--- config.mk ---
export PLATFORM = sky130hd
export DESIGN_NAME = stable_priority_queue_top
export DESIGN_NICKNAME = d
export VERILOG_FILES = /design/src/design/stpq_pkg.sv /design/src/design/stpq_cell.sv /design/src/design/stable_priority_queue_top.sv
export SDC_FILE = /design/constraint.sdc
export NUM_CORES = 1
export LEC_CHECK = 0
export ABC_AREA = 0
export BUFFER_PORTS_ARGS = -buffer_cell sky130_fd_sc_hd__buf_4
export CAP_MARGIN = 0
export CORE_MARGIN = 1.5
export CORE_UTILIZATION = 25
export DETAILED_ROUTE_END_ITERATION = 10
export PLACE_DENSITY = 0.44
export SYNTH_ARGS = -nofsm -noshare
export SYNTH_HDL_FRONTEND = slang
export SYNTH_SLANG_ARGS = --single-unit
--- constraint.sdc ---
create_clock -name clock -period 12.64 [get_ports clock]
set_clock_uncertainty 0.1 [all_clocks]
set_input_delay 0.632 -clock clock [delete_from_list [all_inputs] [get_ports clock]]
set_output_delay 0.632 -clock clock [all_outputs]
set_load 0.02 [all_outputs]
--- src/design/stpq_pkg.sv ---
// Shared types and status codes for the stable priority queue.
`default_nettype none
package stpq_pkg;

   // Request kinds carried on req_tuser
   localparam logic REQ_ENQUEUE = 1'b0;
   localparam logic REQ_DEQUEUE = 1'b1;

   // Result status codes carried on rsp_tuser
   localparam logic [1:0] ST_ENQUEUED = 2'd0;
   localparam logic [1:0] ST_DEQUEUED = 2'd1;
   localparam logic [1:0] ST_EMPTY    = 2'd2;
   localparam logic [1:0] ST_FULL     = 2'd3;

   localparam int HANDLE_BITS   = 16;
   localparam int OUT_PRIO_BITS = 8;
   localparam int OCC_BITS      = 5;

   // Shift command broadcast to every cell of the chain
   typedef struct packed {
      logic enq;   // insert the new entry, shift the tail right
      logic deq;   // drop the head, shift everything left
   } cell_ctl_type;

endpackage
`default_nettype wire

--- src/design/stpq_cell.sv ---
// One cell of the sorted chain: holds a single entry and trades with its neighbors.
`default_nettype none
module stpq_cell
   import stpq_pkg::*;
#(
   parameter int PRIO_W = 8
) (
   input  wire logic                   clock,
   input  wire cell_ctl_type           ctl,
   input  wire logic                   occ,          // this cell holds a live entry
   input  wire logic [HANDLE_BITS-1:0] new_handle,
   input  wire logic [PRIO_W-1:0]      new_prio,
   input  wire logic                   left_ins,     // left neighbor is at or past the slot
   input  wire logic [HANDLE_BITS-1:0] left_handle,
   input  wire logic [PRIO_W-1:0]      left_prio,
   input  wire logic [HANDLE_BITS-1:0] right_handle,
   input  wire logic [PRIO_W-1:0]      right_prio,
   output      logic                   ins,
   output      logic [HANDLE_BITS-1:0] handle,
   output      logic [PRIO_W-1:0]      prio
);

   logic [HANDLE_BITS-1:0] handle_ff, handle_in;
   logic [PRIO_W-1:0]      prio_ff, prio_in;

   // Strictly greater keeps equal priorities in arrival order
   assign ins = !occ || (prio_ff > new_prio);

   always_comb begin
      handle_in = handle_ff;
      prio_in   = prio_ff;
      if (ctl.enq && ins) begin
         if (left_ins) begin
            handle_in = left_handle;
            prio_in   = left_prio;
         end else begin
            handle_in = new_handle;
            prio_in   = new_prio;
         end
      end else if (ctl.deq) begin
         handle_in = right_handle;
         prio_in   = right_prio;
      end
   end

   always_ff @(posedge clock) begin
      handle_ff <= handle_in;
      prio_ff   <= prio_in;
   end

   assign handle = handle_ff;
   assign prio   = prio_ff;

endmodule
`default_nettype wire

--- src/design/stable_priority_queue_top.sv ---
// Top level of the stable priority queue: cell chain, entry count and result register.
//
// Usage:
//   req channel: req_tuser selects enqueue (0) or dequeue (1); req_tdata carries
//   the task handle and priority of an enqueue. Every request gives exactly one
//   result on the rsp channel: rsp_tuser holds the status, rsp_tdata the dequeued
//   handle and priority (zero otherwise) and the occupancy after the request.
//   Entries sit in a row of cells kept sorted by ascending priority. Each cell
//   compares its own priority with the incoming one in parallel, so the chain
//   takes one request per cycle while the receiver keeps up; the result is
//   registered in the cycle after acceptance.
//   An enqueue into a full queue reports full and is dropped; a dequeue from an
//   empty queue reports empty. Equal priorities leave in arrival order.
//   Reset clears the entry count and the result valid flag; cell contents are
//   left as they are and never read before being written.
//   When the receiver stalls, the result register holds and req_tready drops
//   until the result is taken; a new request is accepted in the same cycle the
//   pending result leaves.
`default_nettype none
module stable_priority_queue_top
   import stpq_pkg::*;
#(
   parameter int QUEUE_DEPTH   = 16,
   parameter int PRIORITY_BITS = 8
) (
   input  wire logic        clock,
   input  wire logic        reset,
   input  wire logic        req_tvalid,
   output      logic        req_tready,
   input  wire logic [23:0] req_tdata,   // [15:0] task_handle, [23:16] task_priority
   input  wire logic        req_tuser,   // [0] req_type
   output      logic        rsp_tvalid,
   input  wire logic        rsp_tready,
   output      logic [31:0] rsp_tdata,   // [15:0] out_handle, [23:16] out_priority,
                                         // [28:24] occupancy, rest zero
   output      logic [1:0]  rsp_tuser    // [1:0] status
);

   localparam int CNT_W     = $clog2(QUEUE_DEPTH + 1);
   localparam int PRIO_EXT  = (PRIORITY_BITS > OUT_PRIO_BITS) ? PRIORITY_BITS : OUT_PRIO_BITS;
   localparam int CNT_EXT   = (CNT_W > OCC_BITS) ? CNT_W : OCC_BITS;
   localparam logic [CNT_W-1:0] FULL_COUNT = CNT_W'(QUEUE_DEPTH);

   // Request decode
   logic                     req_fire;
   logic                     is_deq;
   logic [HANDLE_BITS-1:0]   new_handle;
   logic [PRIO_EXT-1:0]      new_prio_ext;
   logic [PRIORITY_BITS-1:0] new_prio;
   logic                     is_full, is_empty;
   cell_ctl_type             ctl;

   // Entry count and result register
   logic [CNT_W-1:0]       count_ff, count_in;
   logic                   rsp_valid_ff, rsp_valid_in;
   logic [1:0]             status_ff, status_in;
   logic [HANDLE_BITS-1:0] out_handle_ff, out_handle_in;
   logic [PRIO_EXT-1:0]    out_prio_ff, out_prio_in;
   logic [CNT_EXT-1:0]     occ_ext;

   // Chain wires
   logic [QUEUE_DEPTH-1:0]   cell_ins;
   logic [HANDLE_BITS-1:0]   cell_handle [QUEUE_DEPTH];
   logic [PRIORITY_BITS-1:0] cell_prio   [QUEUE_DEPTH];

   // Accept a request whenever the result register is free or draining
   assign req_tready = !rsp_valid_ff || rsp_tready;
   assign req_fire   = req_tvalid && req_tready;
   assign is_deq     = (req_tuser == REQ_DEQUEUE);

   // Keep only the low PRIORITY_BITS of the incoming priority
   assign new_handle   = req_tdata[15:0];
   assign new_prio_ext = PRIO_EXT'(req_tdata[23:16]);
   assign new_prio     = new_prio_ext[PRIORITY_BITS-1:0];

   assign is_full  = (count_ff == FULL_COUNT);
   assign is_empty = (count_ff == '0);

   assign ctl.enq = req_fire && !is_deq && !is_full;
   assign ctl.deq = req_fire && is_deq && !is_empty;

   genvar gi;
   generate
      for (gi = 0; gi < QUEUE_DEPTH; gi++) begin : g_cell
         logic                     left_ins;
         logic [HANDLE_BITS-1:0]   left_handle, right_handle;
         logic [PRIORITY_BITS-1:0] left_prio, right_prio;

         if (gi == 0) begin : g_head
            // Head has no left neighbor: it takes the new entry directly
            assign left_ins    = 1'b0;
            assign left_handle = new_handle;
            assign left_prio   = new_prio;
         end else begin : g_body
            assign left_ins    = cell_ins[gi-1];
            assign left_handle = cell_handle[gi-1];
            assign left_prio   = cell_prio[gi-1];
         end

         if (gi == QUEUE_DEPTH - 1) begin : g_tail
            // Tail holds its own contents on a dequeue; it falls out of the count
            assign right_handle = cell_handle[gi];
            assign right_prio   = cell_prio[gi];
         end else begin : g_mid
            assign right_handle = cell_handle[gi+1];
            assign right_prio   = cell_prio[gi+1];
         end

         stpq_cell #(
            .PRIO_W(PRIORITY_BITS)
         ) u_cell (
            .clock       (clock),
            .ctl         (ctl),
            .occ         (CNT_W'(gi) < count_ff),
            .new_handle  (new_handle),
            .new_prio    (new_prio),
            .left_ins    (left_ins),
            .left_handle (left_handle),
            .left_prio   (left_prio),
            .right_handle(right_handle),
            .right_prio  (right_prio),
            .ins         (cell_ins[gi]),
            .handle      (cell_handle[gi]),
            .prio        (cell_prio[gi])
         );
      end
   endgenerate

   // Advance the count and load the result on every accepted request
   always_comb begin
      count_in      = count_ff;
      rsp_valid_in  = rsp_valid_ff && !rsp_tready;
      status_in     = status_ff;
      out_handle_in = out_handle_ff;
      out_prio_in   = out_prio_ff;
      if (req_fire) begin
         rsp_valid_in  = 1'b1;
         out_handle_in = '0;
         out_prio_in   = '0;
         if (!is_deq) begin
            if (is_full) begin
               status_in = ST_FULL;
            end else begin
               status_in = ST_ENQUEUED;
               count_in  = count_ff + CNT_W'(1);
            end
         end else begin
            if (is_empty) begin
               status_in = ST_EMPTY;
            end else begin
               status_in     = ST_DEQUEUED;
               out_handle_in = cell_handle[0];
               out_prio_in   = PRIO_EXT'(cell_prio[0]);
               count_in      = count_ff - CNT_W'(1);
            end
         end
      end
   end

   always_ff @(posedge clock) begin
      if (reset) begin
         count_ff     <= '0;
         rsp_valid_ff <= 1'b0;
      end else begin
         count_ff     <= count_in;
         rsp_valid_ff <= rsp_valid_in;
      end
   end

   // Result payload needs no reset
   always_ff @(posedge clock) begin
      status_ff     <= status_in;
      out_handle_ff <= out_handle_in;
      out_prio_ff   <= out_prio_in;
   end

   assign occ_ext    = CNT_EXT'(count_ff);
   assign rsp_tvalid = rsp_valid_ff;
   assign rsp_tuser  = status_ff;
   assign rsp_tdata  = {3'b000, occ_ext[OCC_BITS-1:0], out_prio_ff[OUT_PRIO_BITS-1:0],
                        out_handle_ff};

`ifndef SYNTHESIS
   // Count never passes the number of cells
   a_count_bound: assert property (@(posedge clock) disable iff (reset)
      count_ff <= FULL_COUNT)
      else $error("entry count exceeds queue depth");

   // Dequeue of an empty queue reports empty and leaves the count alone
   a_empty_deq: assert property (@(posedge clock) disable iff (reset)
      (req_fire && is_deq && is_empty) |=>
         (rsp_valid_ff && status_ff == ST_EMPTY && count_ff == '0))
      else $error("dequeue on empty queue not reported as empty");

   // Accepted enqueue into a non-full queue grows the count by one
   a_enq_count: assert property (@(posedge clock) disable iff (reset)
      (req_fire && !is_deq && !is_full) |=>
         (count_ff == $past(count_ff) + CNT_W'(1) && status_ff == ST_ENQUEUED))
      else $error("enqueue did not advance the entry count");
`endif

endmodule
`default_nettype wire
# Word level (Yosys, flattened, before mapping)
# Index checks and enable logic that the tools add are counted.
dict set report totals {
  reg_bits 416
  input_bits 29
  out_inout_bits 36
  wordCells 250
}
dict set report classes {
  n_addsub 2
  magnitude_cmp 32
  n_eq_ne 3
  muxes 97
  bitwise 1
  reduce_logical 78
}
# operator n
set op_table {}
lappend op_table {{$mux W16} 45}
lappend op_table {{$mux W8} 45}
lappend op_table {{$gt A8 B8 Y1} 16}
lappend op_table {{$lt A4 B5 Y1 const A} 8}
lappend op_table {{$reduce_bool A2 Y1} 15}
lappend op_table {{$logic_and A1 B1 Y1} 22}
lappend op_table {{$logic_not A1 Y1} 21}
lappend op_table {{$lt A3 B5 Y1 const A} 4}
lappend op_table {{$logic_or A1 B1 Y1} 17}
lappend op_table {{$mux W5} 3}
lappend op_table {{$lt A1 B5 Y1 const A} 2}
lappend op_table {{$lt A2 B5 Y1 const A} 2}
lappend op_table {{$mux W2} 3}
lappend op_table {{$add A5 B1 Y5 const B} 1}
lappend op_table {{$eq A5 B5 Y1 const B} 1}
lappend op_table {{$logic_not A5 Y1} 1}
lappend op_table {{$sub A5 B1 Y5 const B} 1}
lappend op_table {{$ne A2 B2 Y1 const B} 2}
lappend op_table {{$reduce_and A3 Y1} 1}
lappend op_table {{$reduce_or A2 Y1} 1}
lappend op_table {{$mux W1} 1}
lappend op_table {{$not A1 Y1} 1}

# Logic depth before layout (Yosys ltp)
dict set report logic_depth {
  ltp_word 7
  depth_mapped 11
  ltp_nobuf 8
}

# By module
# From an unflattened synthesis, not the netlist that was laid out.
dict set report hier_totals {
  cells_unflattened 2018
  area_unflattened_um2 27268.7
}
# module n_inst cells_per_inst area_each_um2 seq_area_each_um2
set modules_own_cells {}
lappend modules_own_cells {stpq_cell 16 118 1609.0 720.7}
lappend modules_own_cells {stable_priority_queue_top 1 130 1524.0 900.9}

# Least setup slack after synthesis
# Ideal clock, no wire load.
dict set report synth_timing {
  path_kind {input to register}
  startpoint {in req_tdata[21]}
  endpoint {reg g_cell[6].u_cell.handle_ff[0], enable pin}
  setup_time_ns 0.438
  arrival_time_ns 3.980
  t_required_ns 12.102
  slack_ns 8.122
  path_stages 9
  path_buffers 2
  cell_sequence {inv_1 > ha_1 > nand4_1 > nor2_1 > a211o_1 > and3_1 > buf_2 > buf_2 > o21ai_0}
}
dict set report synth_between {
  elab_chain_len 4
}
# element line_no
set synth_rtl {}
lappend synth_rtl {{start: declaration} stable_priority_queue_top.sv:30} ;# input wire logic [23:0] req_tdata,
lappend synth_rtl {{$gt A8 B8 Y1} stpq_cell.sv:27} ;# assign ins = !occ || (prio_ff > new_prio);
lappend synth_rtl {{$logic_or A1 B1 Y1} stpq_cell.sv:27}
lappend synth_rtl {{$logic_and A1 B1 Y1} stpq_cell.sv:32} ;# if (ctl.enq && ins) begin
lappend synth_rtl {{$reduce_bool A2 Y1 (no line)} n/a}
lappend synth_rtl {{end signal: assignment} stpq_cell.sv:47} ;# handle_ff <= handle_in;
lappend synth_rtl {{end: declaration} stpq_cell.sv:23} ;# logic [HANDLE_BITS-1:0] handle_ff, handle_in;
# Every way passes these cells.
# A chain may end at the register's enable or synchronous reset.

# Final worst setup path
dict set report layout_timing {
  startpoint {in req_tdata[17]}
  endpoint {reg g_cell[3].u_cell.prio_ff[2], enable pin}
}
dict set report layout_between {
  elab_chain_len 4
}
# element line_no
set layout_rtl {}
lappend layout_rtl {{$gt A8 B8 Y1} stpq_cell.sv:27}
lappend layout_rtl {{$logic_or A1 B1 Y1} stpq_cell.sv:27}
lappend layout_rtl {{$logic_and A1 B1 Y1} stpq_cell.sv:32}
lappend layout_rtl {{$reduce_bool A2 Y1 (no line)} n/a}
lappend layout_rtl {{end signal: assignment} stpq_cell.sv:48} ;# prio_ff <= prio_in;
lappend layout_rtl {{end: declaration} stpq_cell.sv:24} ;# logic [PRIO_W-1:0] prio_ff, prio_in;
# Every way passes these cells.

==> reports/metrics.yaml <==
yosys:
  post-synth-top-count-cell: "sky130_fd_sc_hd__edfxtp_1"
  synth-edff-count: 410
  post_synth_most_frequent_cells: "sky130_fd_sc_hd__edfxtp_1, sky130_fd_sc_hd__o21ai_0, sky130_fd_sc_hd__mux2i_1"
  synth_top_family_by_area: "multiplexers"
  ys_async_sr_fraction: 0
  synth_largest_type_area_fraction: 0.515
  post_synth_and_or_nand_nor_area_fraction: 0.0770
  synth.area.top_cells: "sky130_fd_sc_hd__edfxtp_1, sky130_fd_sc_hd__mux2i_1, sky130_fd_sc_hd__o21ai_0"
  post_synth_mux_area_share: 0.173
  seq_area_frac_synth: 0.520
  synth-compound-area-share: 0.123
  synthCells: 2099
  yosysWarnings: 0
  ys.flop_type: "sky130_fd_sc_hd__edfxtp_1"
  cell_type_with_the_largest_total_area_after_synthesis: "sky130_fd_sc_hd__edfxtp_1"
  post_synth_instance_area_um2: 23900
  synthesis.area_per_instance_um2: 11.4
  synth_xor_xnor_area_share: 0.00147
  synth_adder_area_share: 0.0691
  synth.ff_latch_count: 416
  synth_cell_types: 58
timing:
  worst_slew_slack_as_a_fraction_of_its_limit: 0.227
  period_share: 0.369
  post_route_setup_tns_ns: 0
  worst-slew-pin-transition_ns: 1.16
  rsz_0062_raised_after_global_routing: "false"
  fmax_mhz: 215
  final-setup-viol-count: 0
  post-route-min-period_ns: 4.66
  finalHoldViolations: 0
  slew_violations: 0
global_routing:
  grt_max_degree: 55
  grtUsageMet2: 0.232
  number_of_global_route_vias_before_repair: 17900
  met1_usage: 0.196
  global_route_wire_length_before_repair_um: 108000
  grt_use_met3: 0.0206
  global_route_overflow: 0
  grt_most_used_layer: "met2"
  globalRouteTotalUtil: 0.142
  antenna_found_initial: 1
status:
  result_of_the_run: "finished, final reports clean"
worst_setup_path:
  worstPathArrival_ns: 4.63
  cp_top_family: "simple AND/OR/NAND/NOR gates"
  worst_setup_path_start_kind: "input port"
  critPathCaptureType: "flop"
  worst_path_max_delay_cell: "sky130_fd_sc_hd__nand2_1"
  worst_r2r_path_depth: 8
  path_cells: "buf_4 -> inv_1 -> ha_1 -> a21oi_1 -> o21ai_0 -> a221oi_4 -> buf_4 -> nand2b_1 -> nand2_1"
  path_max_fanout: 49
  timing.setup.critical_path_class: "in2reg"
  critical_path.n_buffers_inverters: 3
  setup.reg_to_reg.worst_slack_ns: 8.14
  path_depth: 9
  cp_data_required_time_ns: 12.61
  cpMostUsedCell: "sky130_fd_sc_hd__buf_4"
  cp_slowest_stage_delay_ns: 0.90
worst_hold_path:
  min_delay_path_depth: 2
  hp-class: "in2reg"
routing:
  drt.antenna.violating_nets: 0
  detail_route.first_pass.iterations: 7
  drt-vias-per-instance: 4.93
  remaining_drc_errors: 0
  dr.first_iter.drc_count: 964
  routed_wirelength_um: 70500
  vias: 16800
  wl_per_cell_um: 20.7
cts:
  ctsHoldBuffers: 0
  cts-htree-levels: 2
  post-cts-setup-buffers: 0
  post_cts.resized_instances: 0
  cts_root_buf: "sky130_fd_sc_hd__clkbuf_16"
  numClockSinks: 416
  cts_inserted_buffers: 50
  tritoncts: "built"
  clk_path_buf_depth: 3
  clkTransAtPathRegs_ns: 0.06
  clock_latency_ns: 0.61
floorplan:
  rows: 113
  x_dimension_of_the_die_um: 312
  floorplan.io_pins: 65
  effective_utilization_at_floorplan: 0.252
  chipHeight_um: 312
  die-area_um2: 97400
  coreArea_um2: 94900
place:
  finalWeightedCongestion: 0.809
  place.port_buffers: 61
  place.detailed.hpwl_um: 48700
pwr:
  static-leakage-power_nw: 9.81
  total_power_mw: 4.67
  power.ir.vdd_worst_uv: 98.8
  power_density_nw_per_um2: 171
final_layout:
  post_route_cells_drive_above_1_share: 0.127
  layout-area-overhead-vs-synth_pct: 14.0
  nets: 2264
  antenna_cells: 0
job:
  maxCapViolCount: 0
area by class of cell:
class                           count  area [um2]
Tap cell                         1265        1580
Multi-Input combinational cell   1502       10900
Inverter                           32         120
Clock buffer                       71        1370
Timing Repair Buffer              101         758
Fill cell                        9762       67600
Sequential cell                   416       12400
Clock inverter                     17         101
placed cells by master, fill, tap and decap left out, types with 6 or more instances in the layout:
cell	instances
sky130_fd_sc_hd__mux2_4	19
sky130_fd_sc_hd__nor2_1	91
sky130_fd_sc_hd__o21ai_0	348
sky130_fd_sc_hd__nand2_1	213
sky130_fd_sc_hd__clkbuf_1	17
sky130_fd_sc_hd__nand2b_1	7
sky130_fd_sc_hd__clkbuf_16	50
sky130_fd_sc_hd__dfxtp_1	6
sky130_fd_sc_hd__o211ai_1	11
sky130_fd_sc_hd__a21oi_1	139
sky130_fd_sc_hd__nand4_1	21
sky130_fd_sc_hd__mux2_1	19
sky130_fd_sc_hd__buf_4	101
sky130_fd_sc_hd__mux2_2	50
sky130_fd_sc_hd__nor2b_1	13
sky130_fd_sc_hd__mux2i_1	308
sky130_fd_sc_hd__inv_1	31
sky130_fd_sc_hd__clkinv_1	11
sky130_fd_sc_hd__ha_1	132
sky130_fd_sc_hd__and2_1	25
sky130_fd_sc_hd__a211oi_1	6
sky130_fd_sc_hd__edfxtp_1	410
sky130_fd_sc_hd__nor3_1	11
metal layers:
metal,vias up,wire length (um)
li1,7838,-
met1,8509,33600
met2,341,32500
met3,101,2810
met4,0,1580
met5,-,0
sequential cells by signal (all words and copies together) (netlist names):
| name | cells |
|---|---|
| count_ff | 5 |
| g_cell.u_cell.handle | 256 |
| rsp_tvalid | 1 |
| out_handle_ff | 16 |
| g_cell.u_cell.prio | 128 |
| rsp_tuser | 2 |
| out_prio_ff | 8 |
cell families (layout without fill, tap and decap cells):
group | after synthesis | count (layout)
XOR/XNOR | 4 | 4
AO/OA/AOI/OAI | 553 | 553
buffers and inverters | 183 | 221
adder cells (fa/ha/maj) | 132 | 132
flip-flops | 416 | 416
AND/OR/NAND/NOR | 414 | 414
multiplexers | 396 | 396
other | 1 | 3
power breakdown:
group | total (mW) | leakage, nW | internal (mW) | switching (mW)
Sequential | 2.06 | 3.94 | 1.89 | 0.169
Clock | 1.35 | 0.715 | 0.751 | 0.598
Combinational | 1.26 | 5.16 | 0.481 | 0.776
worst paths after layout:
check,from,endpoint
worst max register to register,count_ff[0]$_SDFFE_PP0P_,g_cell[7].u_cell.prio[3]$_DFFE_PP_
worst max-delay path,req_tdata[17],g_cell[3].u_cell.prio[2]$_DFFE_PP_
worst min register to register,g_cell[15].u_cell.handle[8]$_DFFE_PP_,g_cell[14].u_cell.handle[8]$_DFFE_PP_
worst min-delay path,reset,count_ff[2]$_SDFFE_PP0P_
stage by stage:
step	utilization	area [um2]	std cells	setup slack, ns	hold WS (ns)
finish	0.287	27200	3404	7.98	0.144
global route	0.287	27200	3404	7.57	0.141
CTS	0.287	27200	3404	7.93	0.115
detailed placement	0.272	25800	3316	7.30	0.438
global placement	0.272	25800	3316	7.36	0.429
floorplan	-	23900	2101	8.12	0.416
worst reg2reg max path, delay by kind of cell, from the launching register on:
family	cells	cell delay, ns
AND/OR/NAND/NOR	3	1.68
buffers and inverters	3	1.41
flip-flops	1	0.40
adder cells (fa/ha/maj)	1	0.20
AO/OA/AOI/OAI	1	0.21
Power figures use the tool's default switching activity.
